`src/design/ttcd_pkg.sv`:
```
// package: constants, types and month tables for the tick to calendar date converter
`timescale 1ns / 1ps
package ttcd_pkg;

    localparam int DIV_STEP = 8;

    localparam int TICK_W  = 62;
    localparam int MSCNT_W = 49;
    localparam int SCNT_W  = 39;
    localparam int MCNT_W  = 33;
    localparam int HCNT_W  = 27;
    localparam int DAY_W   = 23;

    localparam int TICKS_PER_MS = 10000;
    localparam int MS_PER_SEC   = 1000;
    localparam int SEC_PER_MIN  = 60;
    localparam int MIN_PER_HOUR = 60;
    localparam int HOUR_PER_DAY = 24;
    localparam int DAYS_WEEK    = 7;
    localparam int DAYS_YEAR    = 365;
    localparam int DAYS_4Y      = DAYS_YEAR * 4 + 1;
    localparam int DAYS_100Y    = DAYS_4Y * 25 - 1;
    localparam int DAYS_400Y    = DAYS_100Y * 4 + 1;

    localparam logic [1:0] KIND_UNSPEC = 2'd0;
    localparam logic [1:0] KIND_UTC    = 2'd1;
    localparam logic [1:0] KIND_LOCAL  = 2'd2;

    typedef struct packed {
        logic [1:0] kind;
        logic [9:0] ms;
        logic [5:0] sec;
        logic [5:0] min;
        logic [4:0] hour;
    } t_tod;

    typedef logic [8:0] t_cum [12];

    localparam t_cum CUM_COMMON = '{9'd31, 9'd59, 9'd90, 9'd120, 9'd151, 9'd181,
                                    9'd212, 9'd243, 9'd273, 9'd304, 9'd334, 9'd365};
    localparam t_cum CUM_LEAP   = '{9'd31, 9'd60, 9'd91, 9'd121, 9'd152, 9'd182,
                                    9'd213, 9'd244, 9'd274, 9'd305, 9'd335, 9'd366};

    function automatic logic [8:0] cum_days(input logic leap, input logic [3:0] idx);
        logic [8:0] v;
        v = '0;
        if (idx < 4'd12) begin
            v = leap ? CUM_LEAP[idx] : CUM_COMMON[idx];
        end
        return v;
    endfunction

endpackage

```
`src/design/ttcd_cdiv.sv`:
```
// pipelined long division by a constant, STEP quotient bits per stage
`timescale 1ns / 1ps
module ttcd_cdiv
    import ttcd_pkg::*;
#(
    parameter int W    = 8,
    parameter int D    = 3,
    parameter int STEP = DIV_STEP,
    parameter int SW   = 1,
    localparam int RW  = $clog2(D)
) (
    input  logic          i_clk,
    input  logic          i_rst_n,
    input  logic          i_ce,
    input  logic          i_valid,
    input  logic [W-1:0]  i_dividend,
    input  logic [SW-1:0] i_side,
    output logic          o_valid,
    output logic [W-1:0]  o_quot,
    output logic [RW-1:0] o_rem,
    output logic [SW-1:0] o_side
);

    localparam int NS = (W + STEP - 1) / STEP;
    localparam int PW = NS * STEP;
    localparam logic [RW:0] DV = (RW+1)'(D);

    logic          r_valid [NS];
    logic [PW-1:0] r_work  [NS];
    logic [RW-1:0] r_rem   [NS];
    logic [SW-1:0] r_side  [NS];

    for (genvar s = 0; s < NS; s++) begin : g_stage
        logic [PW-1:0] w_in;
        logic [RW-1:0] rem_in;
        logic          v_in;
        logic [SW-1:0] side_in;
        logic [PW-1:0] n_work;
        logic [RW-1:0] n_rem;

        if (s == 0) begin : g_first
            assign w_in    = PW'(i_dividend);
            assign rem_in  = '0;
            assign v_in    = i_valid;
            assign side_in = i_side;
        end else begin : g_next
            assign w_in    = r_work[s-1];
            assign rem_in  = r_rem[s-1];
            assign v_in    = r_valid[s-1];
            assign side_in = r_side[s-1];
        end

        always_comb begin
            logic [RW:0]   acc;
            logic [PW-1:0] wk;
            logic [RW-1:0] rm;
            wk  = w_in;
            rm  = rem_in;
            acc = '0;
            for (int k = 0; k < STEP; k++) begin
                acc = {rm, wk[PW-1]};
                wk  = {wk[PW-2:0], 1'b0};
                if (acc >= DV) begin
                    acc   = acc - DV;
                    wk[0] = 1'b1;
                end
                rm = acc[RW-1:0];
            end
            n_work = wk;
            n_rem  = rm;
        end

        always_ff @(posedge i_clk) begin
            if (!i_rst_n) begin
                r_valid[s] <= 1'b0;
            end else if (i_ce) begin
                r_valid[s] <= v_in;
            end
        end

        always_ff @(posedge i_clk) begin
            if (i_ce) begin
                r_work[s] <= n_work;
                r_rem[s]  <= n_rem;
                r_side[s] <= side_in;
            end
        end
    end

    assign o_valid = r_valid[NS-1];
    assign o_quot  = r_work[NS-1][W-1:0];
    assign o_rem   = r_rem[NS-1];
    assign o_side  = r_side[NS-1];

endmodule

```
`src/design/ttcd_date.sv`:
```
// day count to gregorian year, month, day and weekday
`timescale 1ns / 1ps
module ttcd_date
    import ttcd_pkg::*;
#(
    parameter int STEP = DIV_STEP
) (
    input  logic             i_clk,
    input  logic             i_rst_n,
    input  logic             i_ce,
    input  logic             i_valid,
    input  logic [DAY_W-1:0] i_days,
    input  t_tod             i_tod,
    output logic             o_valid,
    output t_tod             o_tod,
    output logic [13:0]      o_year,
    output logic [3:0]       o_month,
    output logic [4:0]       o_day_of_month,
    output logic [8:0]       o_day_of_year,
    output logic             o_leap_year,
    output logic [2:0]       o_weekday
);

    localparam int TW = $bits(t_tod);

    // weekday
    logic             wk_valid;
    logic [2:0]       wk_rem;
    logic [TW+DAY_W-1:0] wk_side;

    ttcd_cdiv #(.W(DAY_W), .D(DAYS_WEEK), .STEP(STEP), .SW(TW+DAY_W)) u_div7 (
        .i_clk(i_clk), .i_rst_n(i_rst_n), .i_ce(i_ce), .i_valid(i_valid),
        .i_dividend(i_days), .i_side({i_tod, i_days}),
        .o_valid(wk_valid), .o_quot(), .o_rem(wk_rem), .o_side(wk_side)
    );

    // 400-year periods
    logic             c4_valid;
    logic [DAY_W-1:0] c4_quot;
    logic [17:0]      c4_rem;
    logic [TW+2:0]    c4_side;

    ttcd_cdiv #(.W(DAY_W), .D(DAYS_400Y), .STEP(STEP), .SW(TW+3)) u_div400 (
        .i_clk(i_clk), .i_rst_n(i_rst_n), .i_ce(i_ce), .i_valid(wk_valid),
        .i_dividend(wk_side[DAY_W-1:0]), .i_side({wk_side[TW+DAY_W-1:DAY_W], wk_rem}),
        .o_valid(c4_valid), .o_quot(c4_quot), .o_rem(c4_rem), .o_side(c4_side)
    );

    // 100-year periods
    logic          c1_valid;
    logic [17:0]   c1_quot;
    logic [15:0]   c1_rem;
    logic [TW+8:0] c1_side;

    ttcd_cdiv #(.W(18), .D(DAYS_100Y), .STEP(STEP), .SW(TW+9)) u_div100 (
        .i_clk(i_clk), .i_rst_n(i_rst_n), .i_ce(i_ce), .i_valid(c4_valid),
        .i_dividend(c4_rem), .i_side({c4_side, c4_quot[5:0]}),
        .o_valid(c1_valid), .o_quot(c1_quot), .o_rem(c1_rem), .o_side(c1_side)
    );

    // clamp last century
    logic           r_cl_valid;
    logic [1:0]     r_cl_q100;
    logic [16:0]    r_cl_rem;
    logic [TW+8:0]  r_cl_side;

    always_ff @(posedge i_clk) begin
        if (!i_rst_n) begin
            r_cl_valid <= 1'b0;
        end else if (i_ce) begin
            r_cl_valid <= c1_valid;
        end
    end

    always_ff @(posedge i_clk) begin
        if (i_ce) begin
            r_cl_side <= c1_side;
            if (c1_quot[2]) begin
                r_cl_q100 <= 2'd3;
                r_cl_rem  <= {1'b0, c1_rem} + 17'(DAYS_100Y);
            end else begin
                r_cl_q100 <= c1_quot[1:0];
                r_cl_rem  <= {1'b0, c1_rem};
            end
        end
    end

    // 4-year periods
    logic           f4_valid;
    logic [16:0]    f4_quot;
    logic [10:0]    f4_rem;
    logic [TW+10:0] f4_side;

    ttcd_cdiv #(.W(17), .D(DAYS_4Y), .STEP(STEP), .SW(TW+11)) u_div4 (
        .i_clk(i_clk), .i_rst_n(i_rst_n), .i_ce(i_ce), .i_valid(r_cl_valid),
        .i_dividend(r_cl_rem), .i_side({r_cl_side, r_cl_q100}),
        .o_valid(f4_valid), .o_quot(f4_quot), .o_rem(f4_rem), .o_side(f4_side)
    );

    // single years
    logic           y1_valid;
    logic [10:0]    y1_quot;
    logic [8:0]     y1_rem;
    logic [TW+15:0] y1_side;

    ttcd_cdiv #(.W(11), .D(DAYS_YEAR), .STEP(STEP), .SW(TW+16)) u_div1 (
        .i_clk(i_clk), .i_rst_n(i_rst_n), .i_ce(i_ce), .i_valid(f4_valid),
        .i_dividend(f4_rem), .i_side({f4_side, f4_quot[4:0]}),
        .o_valid(y1_valid), .o_quot(y1_quot), .o_rem(y1_rem), .o_side(y1_side)
    );

    // clamp last year, leap flag
    logic        r_y_valid;
    t_tod        r_y_tod;
    logic [2:0]  r_y_wd;
    logic [5:0]  r_y_q400;
    logic [1:0]  r_y_q100;
    logic [4:0]  r_y_q4;
    logic [1:0]  r_y_q1;
    logic [8:0]  r_y_doy0;
    logic        r_y_leap;
    logic [1:0]  n_y_q1;

    assign n_y_q1 = y1_quot[2] ? 2'd3 : y1_quot[1:0];

    always_ff @(posedge i_clk) begin
        if (!i_rst_n) begin
            r_y_valid <= 1'b0;
        end else if (i_ce) begin
            r_y_valid <= y1_valid;
        end
    end

    always_ff @(posedge i_clk) begin
        if (i_ce) begin
            r_y_tod  <= y1_side[TW+15:16];
            r_y_wd   <= y1_side[15:13];
            r_y_q400 <= y1_side[12:7];
            r_y_q100 <= y1_side[6:5];
            r_y_q4   <= y1_side[4:0];
            r_y_q1   <= n_y_q1;
            r_y_doy0 <= y1_quot[2] ? (y1_rem + 9'(DAYS_YEAR)) : y1_rem;
            r_y_leap <= (n_y_q1 == 2'd3) && ((y1_side[4:0] != 5'd24) || (y1_side[6:5] == 2'd3));
        end
    end

    // month lookup and year number
    logic [3:0]  n_mon;
    logic [8:0]  n_base;
    logic [13:0] n_year;

    always_comb begin
        n_mon = '0;
        for (int m = 0; m < 11; m++) begin
            if (r_y_doy0 >= cum_days(r_y_leap, 4'(m))) begin
                n_mon = n_mon + 4'd1;
            end
        end
        n_base = (n_mon == 4'd0) ? 9'd0 : cum_days(r_y_leap, n_mon - 4'd1);
        n_year = 14'(r_y_q400) * 14'd400 + 14'(r_y_q100) * 14'd100
               + 14'({r_y_q4, 2'b00}) + 14'(r_y_q1) + 14'd1;
    end

    logic        r_o_valid;

    always_ff @(posedge i_clk) begin
        if (!i_rst_n) begin
            r_o_valid <= 1'b0;
        end else if (i_ce) begin
            r_o_valid <= r_y_valid;
        end
    end

    always_ff @(posedge i_clk) begin
        if (i_ce) begin
            o_tod          <= r_y_tod;
            o_weekday      <= r_y_wd;
            o_year         <= n_year;
            o_month        <= n_mon + 4'd1;
            o_day_of_month <= 5'(r_y_doy0 - n_base + 9'd1);
            o_day_of_year  <= r_y_doy0 + 9'd1;
            o_leap_year    <= r_y_leap;
        end
    end

    assign o_valid = r_o_valid;

endmodule

```
`src/design/ticks_to_calendar_date.sv`:
```
// top level: 100 ns tick count to gregorian date and time of day
//
//   channel | valid    | stall    | payload
//   input   | i_valid  | o_stall  | i_tick_count, i_utc_flag, i_local_flag
//   output  | o_valid  | i_stall  | o_year .. o_time_kind
//
// one transfer per cycle in each direction unless stalled; the pipeline is the
// divider stages (ceil of width / P_DIV_STEP per constant divider) plus the
// century clamp, year clamp and output registers of ttcd_date, and holds while
// the output is stalled. reset clears only the valid bits of every stage.
`timescale 1ns / 1ps
module ticks_to_calendar_date
    import ttcd_pkg::*;
#(
    parameter int P_DIV_STEP = DIV_STEP
) (
    input  logic              i_clk,
    input  logic              i_rst_n,
    input  logic              i_valid,
    output logic              o_stall,
    input  logic [TICK_W-1:0] i_tick_count,
    input  logic              i_utc_flag,
    input  logic              i_local_flag,
    output logic              o_valid,
    input  logic              i_stall,
    output logic [13:0]       o_year,
    output logic [3:0]        o_month,
    output logic [4:0]        o_day_of_month,
    output logic [8:0]        o_day_of_year,
    output logic              o_leap_year,
    output logic [2:0]        o_weekday,
    output logic [4:0]        o_hour,
    output logic [5:0]        o_minute,
    output logic [5:0]        o_second,
    output logic [9:0]        o_millisecond,
    output logic [1:0]        o_time_kind
);

    logic       ce;
    logic [1:0] in_kind;
    t_tod       tod_out;

    assign ce      = !(o_valid && i_stall);
    assign o_stall = !ce;
    assign in_kind = i_utc_flag ? KIND_UTC : (i_local_flag ? KIND_LOCAL : KIND_UNSPEC);

    logic               a_valid;
    logic [TICK_W-1:0]  a_quot;
    logic [1:0]         a_side;

    ttcd_cdiv #(.W(TICK_W), .D(TICKS_PER_MS), .STEP(P_DIV_STEP), .SW(2)) u_div_tick (
        .i_clk(i_clk), .i_rst_n(i_rst_n), .i_ce(ce), .i_valid(i_valid),
        .i_dividend(i_tick_count), .i_side(in_kind),
        .o_valid(a_valid), .o_quot(a_quot), .o_rem(), .o_side(a_side)
    );

    logic               b_valid;
    logic [MSCNT_W-1:0] b_quot;
    logic [9:0]         b_rem;
    logic [1:0]         b_side;

    ttcd_cdiv #(.W(MSCNT_W), .D(MS_PER_SEC), .STEP(P_DIV_STEP), .SW(2)) u_div_ms (
        .i_clk(i_clk), .i_rst_n(i_rst_n), .i_ce(ce), .i_valid(a_valid),
        .i_dividend(a_quot[MSCNT_W-1:0]), .i_side(a_side),
        .o_valid(b_valid), .o_quot(b_quot), .o_rem(b_rem), .o_side(b_side)
    );

    logic               c_valid;
    logic [SCNT_W-1:0]  c_quot;
    logic [5:0]         c_rem;
    logic [11:0]        c_side;

    ttcd_cdiv #(.W(SCNT_W), .D(SEC_PER_MIN), .STEP(P_DIV_STEP), .SW(12)) u_div_sec (
        .i_clk(i_clk), .i_rst_n(i_rst_n), .i_ce(ce), .i_valid(b_valid),
        .i_dividend(b_quot[SCNT_W-1:0]), .i_side({b_side, b_rem}),
        .o_valid(c_valid), .o_quot(c_quot), .o_rem(c_rem), .o_side(c_side)
    );

    logic               d_valid;
    logic [MCNT_W-1:0]  d_quot;
    logic [5:0]         d_rem;
    logic [17:0]        d_side;

    ttcd_cdiv #(.W(MCNT_W), .D(MIN_PER_HOUR), .STEP(P_DIV_STEP), .SW(18)) u_div_min (
        .i_clk(i_clk), .i_rst_n(i_rst_n), .i_ce(ce), .i_valid(c_valid),
        .i_dividend(c_quot[MCNT_W-1:0]), .i_side({c_side, c_rem}),
        .o_valid(d_valid), .o_quot(d_quot), .o_rem(d_rem), .o_side(d_side)
    );

    logic               e_valid;
    logic [HCNT_W-1:0]  e_quot;
    logic [4:0]         e_rem;
    logic [23:0]        e_side;
    t_tod               e_tod;

    ttcd_cdiv #(.W(HCNT_W), .D(HOUR_PER_DAY), .STEP(P_DIV_STEP), .SW(24)) u_div_hour (
        .i_clk(i_clk), .i_rst_n(i_rst_n), .i_ce(ce), .i_valid(d_valid),
        .i_dividend(d_quot[HCNT_W-1:0]), .i_side({d_side, d_rem}),
        .o_valid(e_valid), .o_quot(e_quot), .o_rem(e_rem), .o_side(e_side)
    );

    assign e_tod = {e_side, e_rem};

    ttcd_date #(.STEP(P_DIV_STEP)) u_date (
        .i_clk(i_clk), .i_rst_n(i_rst_n), .i_ce(ce), .i_valid(e_valid),
        .i_days(e_quot[DAY_W-1:0]), .i_tod(e_tod),
        .o_valid(o_valid), .o_tod(tod_out),
        .o_year(o_year), .o_month(o_month), .o_day_of_month(o_day_of_month),
        .o_day_of_year(o_day_of_year), .o_leap_year(o_leap_year), .o_weekday(o_weekday)
    );

    assign o_hour        = tod_out.hour;
    assign o_minute      = tod_out.min;
    assign o_second      = tod_out.sec;
    assign o_millisecond = tod_out.ms;
    assign o_time_kind   = tod_out.kind;

endmodule
```
`config.mk`:
```
export PLATFORM = sky130hd
export DESIGN_NAME = ticks_to_calendar_date
export DESIGN_NICKNAME = d
export VERILOG_FILES = /design/src/design/ttcd_pkg.sv /design/src/design/ttcd_cdiv.sv /design/src/design/ttcd_date.sv /design/src/design/ticks_to_calendar_date.sv
export SDC_FILE = /design/constraint.sdc
export NUM_CORES = 2
export LEC_CHECK = 0
export BUFFER_PORTS_ARGS = -buffer_cell sky130_fd_sc_hd__buf_2
export CORE_AREA = 10 10 582 584
export CTS_CLUSTER_SIZE = 20
export DETAILED_ROUTE_END_ITERATION = 7
export DIE_AREA = 0 0 592 594
export PLACE_DENSITY = 0.58
export SLEW_MARGIN = 20
export SYNTH_ARGS = -nofsm -noshare
export SYNTH_HDL_FRONTEND = slang
export SYNTH_SLANG_ARGS = --single-unit
```
`constraint.sdc`:
```
create_clock -name i_clk -period 266.8 [get_ports i_clk]
set_input_delay 66.7 -clock i_clk [delete_from_list [all_inputs] [get_ports i_clk]]
set_output_delay 66.7 -clock i_clk [all_outputs]
set_load 0.05 [all_outputs]
```
# Word-level counts from Yosys, hierarchy flattened
# Memories as Yosys holds them, arrays and structs flattened. A register that Yosys moved wholly into a read port is not among the register bits.
# Cells that the tools add are included.
word_totals:
  ramBits: 3071
  inputBits: 68
  wordCells: 1449
  romBits: 288
  memories: 42
  ff_bits: 142
  output_inout_bits: 67
op_classes:
  bitwise_logic: 44
  n_addsub: 323
  n_lt_le_gt_ge: 315
  mul: 2
  n_mux: 684
  eq_ne: 3
  n_reduce_logical: 9
memory_table:
  columns: ["memory", "words", "word_bits", "read_ports", "rd_ports_with_merged_regs", "write_ports", "line", "source"]
  rows:
  - ["u_div_tick.r_work", 8, 64, 8, 0, 8, "ttcd_cdiv.sv:29", "logic [PW-1:0] r_work [NS];"]
  - ["u_div_ms.r_work", 7, 56, 7, 0, 7, "ttcd_cdiv.sv:29", null]
  - ["u_div_min.r_work", 5, 40, 5, 0, 5, "ttcd_cdiv.sv:29", null]
  - ["u_div_sec.r_work", 5, 40, 5, 0, 5, "ttcd_cdiv.sv:29", null]
  - ["u_date.u_div7.r_side", 3, 52, 3, 0, 3, "ttcd_cdiv.sv:31", "logic [SW-1:0] r_side [NS];"]
  - ["(no name shown)", 16, 9, 1, 0, 0, "ttcd_pkg.sv:48", "v = leap ? CUM_LEAP[idx] : CUM_COMMON[idx];"]
  - ["+36 memories", null, null, null, null, null, null, null]
ops:
  columns: ["operator", "n"]
  rows:
  - ["greater-or-equal comparator 15 x 14 -> 1 bit (second input constant)", 61]
  - ["two-way mux 14 bit", 62]
  - ["subtractor 14 bit (second input constant)", 61]
  - ["greater-or-equal comparator 11 x 10 -> 1 bit (second input constant)", 48]
  - ["greater-or-equal comparator 7 x 6 -> 1 bit (second input constant)", 70]
  - ["two-way mux 10 bit", 49]
  - ["subtractor 10 bit (second input constant)", 48]
  - ["two-way mux 6 bit", 72]
  - ["subtractor 6 bit (second input constant)", 70]
  - ["greater-or-equal comparator 19 x 18 -> 1 bit (second input constant)", 22]
  - ["two-way mux 18 bit", 23]
  - ["subtractor 18 bit (second input constant)", 22]
  - ["two-way mux 1 bit", 355]
  - ["two-way mux 16 bit", 19]
  - ["greater-or-equal comparator 17 x 16 -> 1 bit (second input constant)", 17]
  - ["subtractor 16 bit (second input constant)", 17]
  - ["greater-or-equal comparator 12 x 11 -> 1 bit (second input constant)", 16]
  - ["two-way mux 11 bit", 17]
  - ["subtractor 11 bit (second input constant)", 16]
  - ["two-way mux 5 bit", 34]
  - ["greater-or-equal comparator 6 x 5 -> 1 bit (second input constant)", 26]
  - ["subtractor 5 bit (second input constant)", 26]
  - ["two-way mux 9 bit", 12]
  - ["greater-or-equal comparator 10 x 9 -> 1 bit (second input constant)", 10]
  - ["other kinds (53)", 207]

# Logic depth before layout (Yosys ltp)
depth:
  ltp_word: 32
  depth_mapped: 54
  ltp_nobuf: 50

# By module
# Synthesis repeated with hierarchy kept, for this count alone.
hier_totals:
  hier_cells: 12488
  area_unflattened_um2: 147460.2
by_module_without_submodules:
  columns: ["module", "n_inst", "cells_each", "seq_area_each_um2", "area_per_inst_um2"]
  rows:
  - ["ttcd_cdiv at u_div_tick", 1, 3884, 15815.2, 38753.4]
  - ["ttcd_cdiv at u_div_ms", 1, 2108, 11070.6, 22187.5]
  - ["ttcd_cdiv at u_div_sec", 1, 1121, 7947.6, 14047.2]
  - ["ttcd_cdiv at u_div_min", 1, 1005, 7917.6, 13103.8]
  - ["ttcd_cdiv at u_date.u_div400", 1, 1054, 5064.9, 11150.7]
  - ["ttcd_cdiv at u_date.u_div4", 1, 791, 5245.0, 9527.9]
  - ["ttcd_date", 1, 663, 5435.2, 9163.8]
  - ["ttcd_cdiv at u_date.u_div7", 1, 525, 6926.6, 9098.7]
  - ["ttcd_cdiv at u_div_hour", 1, 628, 6326.1, 8844.7]
  - ["ttcd_cdiv at u_date.u_div100", 1, 415, 5154.9, 6847.8]
  - ["ttcd_cdiv at u_date.u_div1", 1, 291, 3443.3, 4715.8]
  - ["ticks_to_calendar_date", 1, 3, 0.0, 18.8]

# Worst setup path before layout
# OpenSTA, ideal clock, no wires.
synth_timing:
  kind: "in2reg"
  from: "input port i_stall"
  to: "memory u_div_hour.r_valid[0][0] (data pin)"
  setup_time_ns: 0.454
  required_time_ns: 266.346
  path_buffers: 2
  arrival_time_ns: 139.345
  stages: 4
  slack_ns: 127.001
  cell_sequence: "nand2_1 clkbuf_1 clkbuf_1 and3_1"
synth_lines:
  columns: ["element", "line", "source"]
  rows:
  - ["from (decl)", "ticks_to_calendar_date.sv:25", "input logic i_stall,"]
  - ["to (decl)", "ttcd_cdiv.sv:28", "logic r_valid [NS];"]

# Final worst setup path
layout_timing:
  from: "input port i_stall"
  to: "output port o_stall"
layout_between:
  elab_chain_len: 1
layout_lines:
  columns: ["element", "line", "source"]
  rows:
  - ["logical AND 1 bit", "ticks_to_calendar_date.sv:43", "assign ce = !(o_valid && i_stall);"]
  - ["to (decl)", "ticks_to_calendar_date.sv:20", "output logic o_stall,"]
# No other way between the ends.

==> impl_metrics.py <==
metrics = {
    "status": {
        "outcome": "finished clean",
    },
    "placement": {
        "gp_congestion": 0.837,
        "io_buffers": 130,
        "dp.cells": 14774,
        "dpl.hpwl_mm": 161,
    },
    "final_layout": {
        "syn_to_final_growth_pct": 11.4,
        "layout-drive-gt1-share_pct": 10.1,
        "fin_cells": 15296,
        "nets": 11073,
        "final_common_cell": "edfxtp_1",
        "most-common-layout-cells": "2546 x edfxtp_1, 761 x nand2_1, 655 x nor2_1, 591 x xnor2_1, 437 x o21ai_0",
    },
    "grt": {
        "met1_usage_pct": 17.7,
        "track_usage_pct": 12.9,
        "grt_max_degree": 197,
        "grt-ovfl-total": 0,
        "antenna_found_initial": 2,
        "use_met3_pct": 1.92,
        "met2_usage_pct": 21.2,
        "busiest_layer": "met2",
        "grt_pass1_wl_mm": 400,
        "first_global_vias": 80814,
    },
    "worst_setup_path": {
        "critPathKind": "primary input to output port",
        "worstPathMaxFanout": 51,
        "cp_slowest_cell": "nand2_4",
        "arrival_ps": 68080,
        "worst_setup_path_end_kind": "output port",
        "cp_top_family": "buffers and inverters",
        "path_buf_inv": 3,
        "crit_path_frequent_cell": "buf_2",
        "worstPathCellList": "buf_2 > nand2_4 > inv_1 > buf_2",
        "crit_path_start_kind": "primary input",
        "cp_slowest_stage_delay_ps": 480,
        "critPathRequiredTime_ps": 200100,
    },
    "job": {
        "drv_cap": 0,
    },
    "clock_tree": {
        "cts_buffers": 291,
        "cts_tree": "built",
        "cts_num_sinks": 2559,
        "clk_latency_ps": 900,
        "cts_setup_buffers": 0,
        "post_cts_resized": 0,
        "cts.clk_slew.worst_paths_ps": 60,
        "clockRootBuffer": "clkbuf_16",
        "ctsHoldBuffers": 0,
        "h-tree-depth": 5,
        "cts_buffer_depth": 4,
    },
    "routing": {
        "wl_per_cell_um": 15.7,
        "drtAntennaViolNets": 0,
        "via_per_inst": 5.47,
        "drt_wl_total_mm": 240,
        "first_pass_iters": 6,
        "dr_total_vias": 83650,
        "drcViolationCount": 0,
        "drtIter0Drc": 6288,
    },
    "floorplan": {
        "die_x_um": 592,
        "rows": 210,
        "io_pins": 135,
        "die_y_um": 594,
        "start_util_pct": 39.8,
        "core_um2": 327000,
        "fp.dieArea_um2": 352000,
    },
    "logic_synthesis": {
        "synth_cell_type_count": 154,
        "async_flop_share_pct": 0,
        "synthFlopType": "edfxtp_1",
        "syn-num-nets": 10827,
        "yosysSeqAreaShare_pct": 59.0,
        "synth_area_um2": 130000,
        "synthCells": 10476,
        "synth_warnings": 0,
        "synth-seq-cells": 2559,
        "synth_edf_count": 2546,
        "syn_area_per_cell_um2": 12.4,
    },
    "sta": {
        "finalClockSkew_ps": 79.2,
        "setup_violations": 0,
        "worstMarginPinSlew_ps": 1210,
        "min_period_ps": 134780,
        "finalHoldViolCount": 0,
        "slew_violations": 0,
        "whs_ps": 347,
        "fin_tns_setup_ps": 0,
        "rsz0062_at_grt": "no",
        "min_period_over_period_pct": 50.5,
        "fmax_mhz": 7.42,
        "slew_headroom_pct": 19.0,
    },
    "min_path": {
        "min_path_type": "flip-flop to flip-flop",
    },
}
-- routing by layer --
layer	wire, um	vias up
met5	0	-
met3	10600	469
met1	111000	40284
met4	6960	0
li1	-	40998
met2	111000	1899
-- area by class of cell --
class,instances,area [um^2]
repair buffers,178,1040
clock buffers,341,7530
flip-flops and latches,2559,76700
fillers,29585,182000
diodes,2,5.00
well taps,4346,5440
multi-input cells,7229,50500
clock inverters,178,1870
inverters,463,1750
-- worst reg2reg max path: cells and delay by family (launching register included) --
family / cells / cell delay [ps]
fa+ha+maj: 6 / 1530
buf+inv: 3 / 290
flops: 1 / 580
compound gates: 21 / 7330
simple gates: 12 / 2740
xor+xnor: 4 / 910
-- flip-flops by register name, summed over array words and instances, names as in the netlist, 90 cells and up --
signal	count
u_div_hour.r_work	93
u_div_min.r_work	140
u_div_ms.r_work	283
u_div_min.r_side	90
u_div_tick.r_rem	90
u_div_sec.r_work	165
u_div_hour.r_side	96
u_date.u_div400.r_side	96
u_div_tick.r_work	371
u_date.u_div100.r_side	114
u_date.u_div4.r_side	120
u_date.u_div1.r_side	90
u_date.u_div7.r_side	156
-- kinds of logic (layout without fill, tap and decap cells) --
logic type	Yosys count	in the layout	synth area share, %
multiplexers	442	442	3.62
XOR/XNOR	916	916	6.25
AO/OA/AOI/OAI	2530	2530	14.2
flip-flops	2559	2559	59.0
AND/OR/NAND/NOR	3057	3057	12.0
other	0	2	0
adder cells (fa/ha/maj)	284	284	2.75
buffers and inverters	688	1160	2.18
-- worst paths after layout --
path                              start                         end  slack, ps  depth (start not counted)
max reg2reg  u_date.u_div4.r_rem[0][16]  u_date.u_div4.r_rem[0][30]     253190                         46
max                             i_stall                     o_stall     132020                          4
min             u_div_sec.r_side[0][17]     u_div_sec.r_side[0][29]        350                          0
min reg2reg     u_div_sec.r_side[0][17]     u_div_sec.r_side[0][29]        350                          0
-- synth_stat cells (125+ instances only) --
cell	number	share of area, %
o211ai_1	125	0.72
mux2i_1	278	2.1
a31oi_1	139	0.67
edfxtp_1	2546	59
nor3_1	224	0.86
inv_1	431	1.2
xnor2_1	591	4.0
mux2_2	152	1.3
clkbuf_1	131	0.38
nand3_1	325	1.3
nand2_1	762	2.2
xor2_1	314	2.1
o21ai_0	438	1.7
and3_1	141	0.68
a21oi_1	418	1.6
ha_1	279	2.7
nor2_1	655	1.9
-- through the flow --
step	cell area [um^2]	setup slack [ps]	utilization, %
4_1_cts	145000	131940	44.4
3_3_place_gp	135000	131990	41.5
5_1_grt	145000	131860	44.4
3_5_place_dp	135000	131940	41.5
6_report	145000	132020	44.4
2_1_floorplan	130000	127000	-
Power is not shown: default switching activity piles up to over one toggle a cycle in this logic, so the estimate is an artifact.
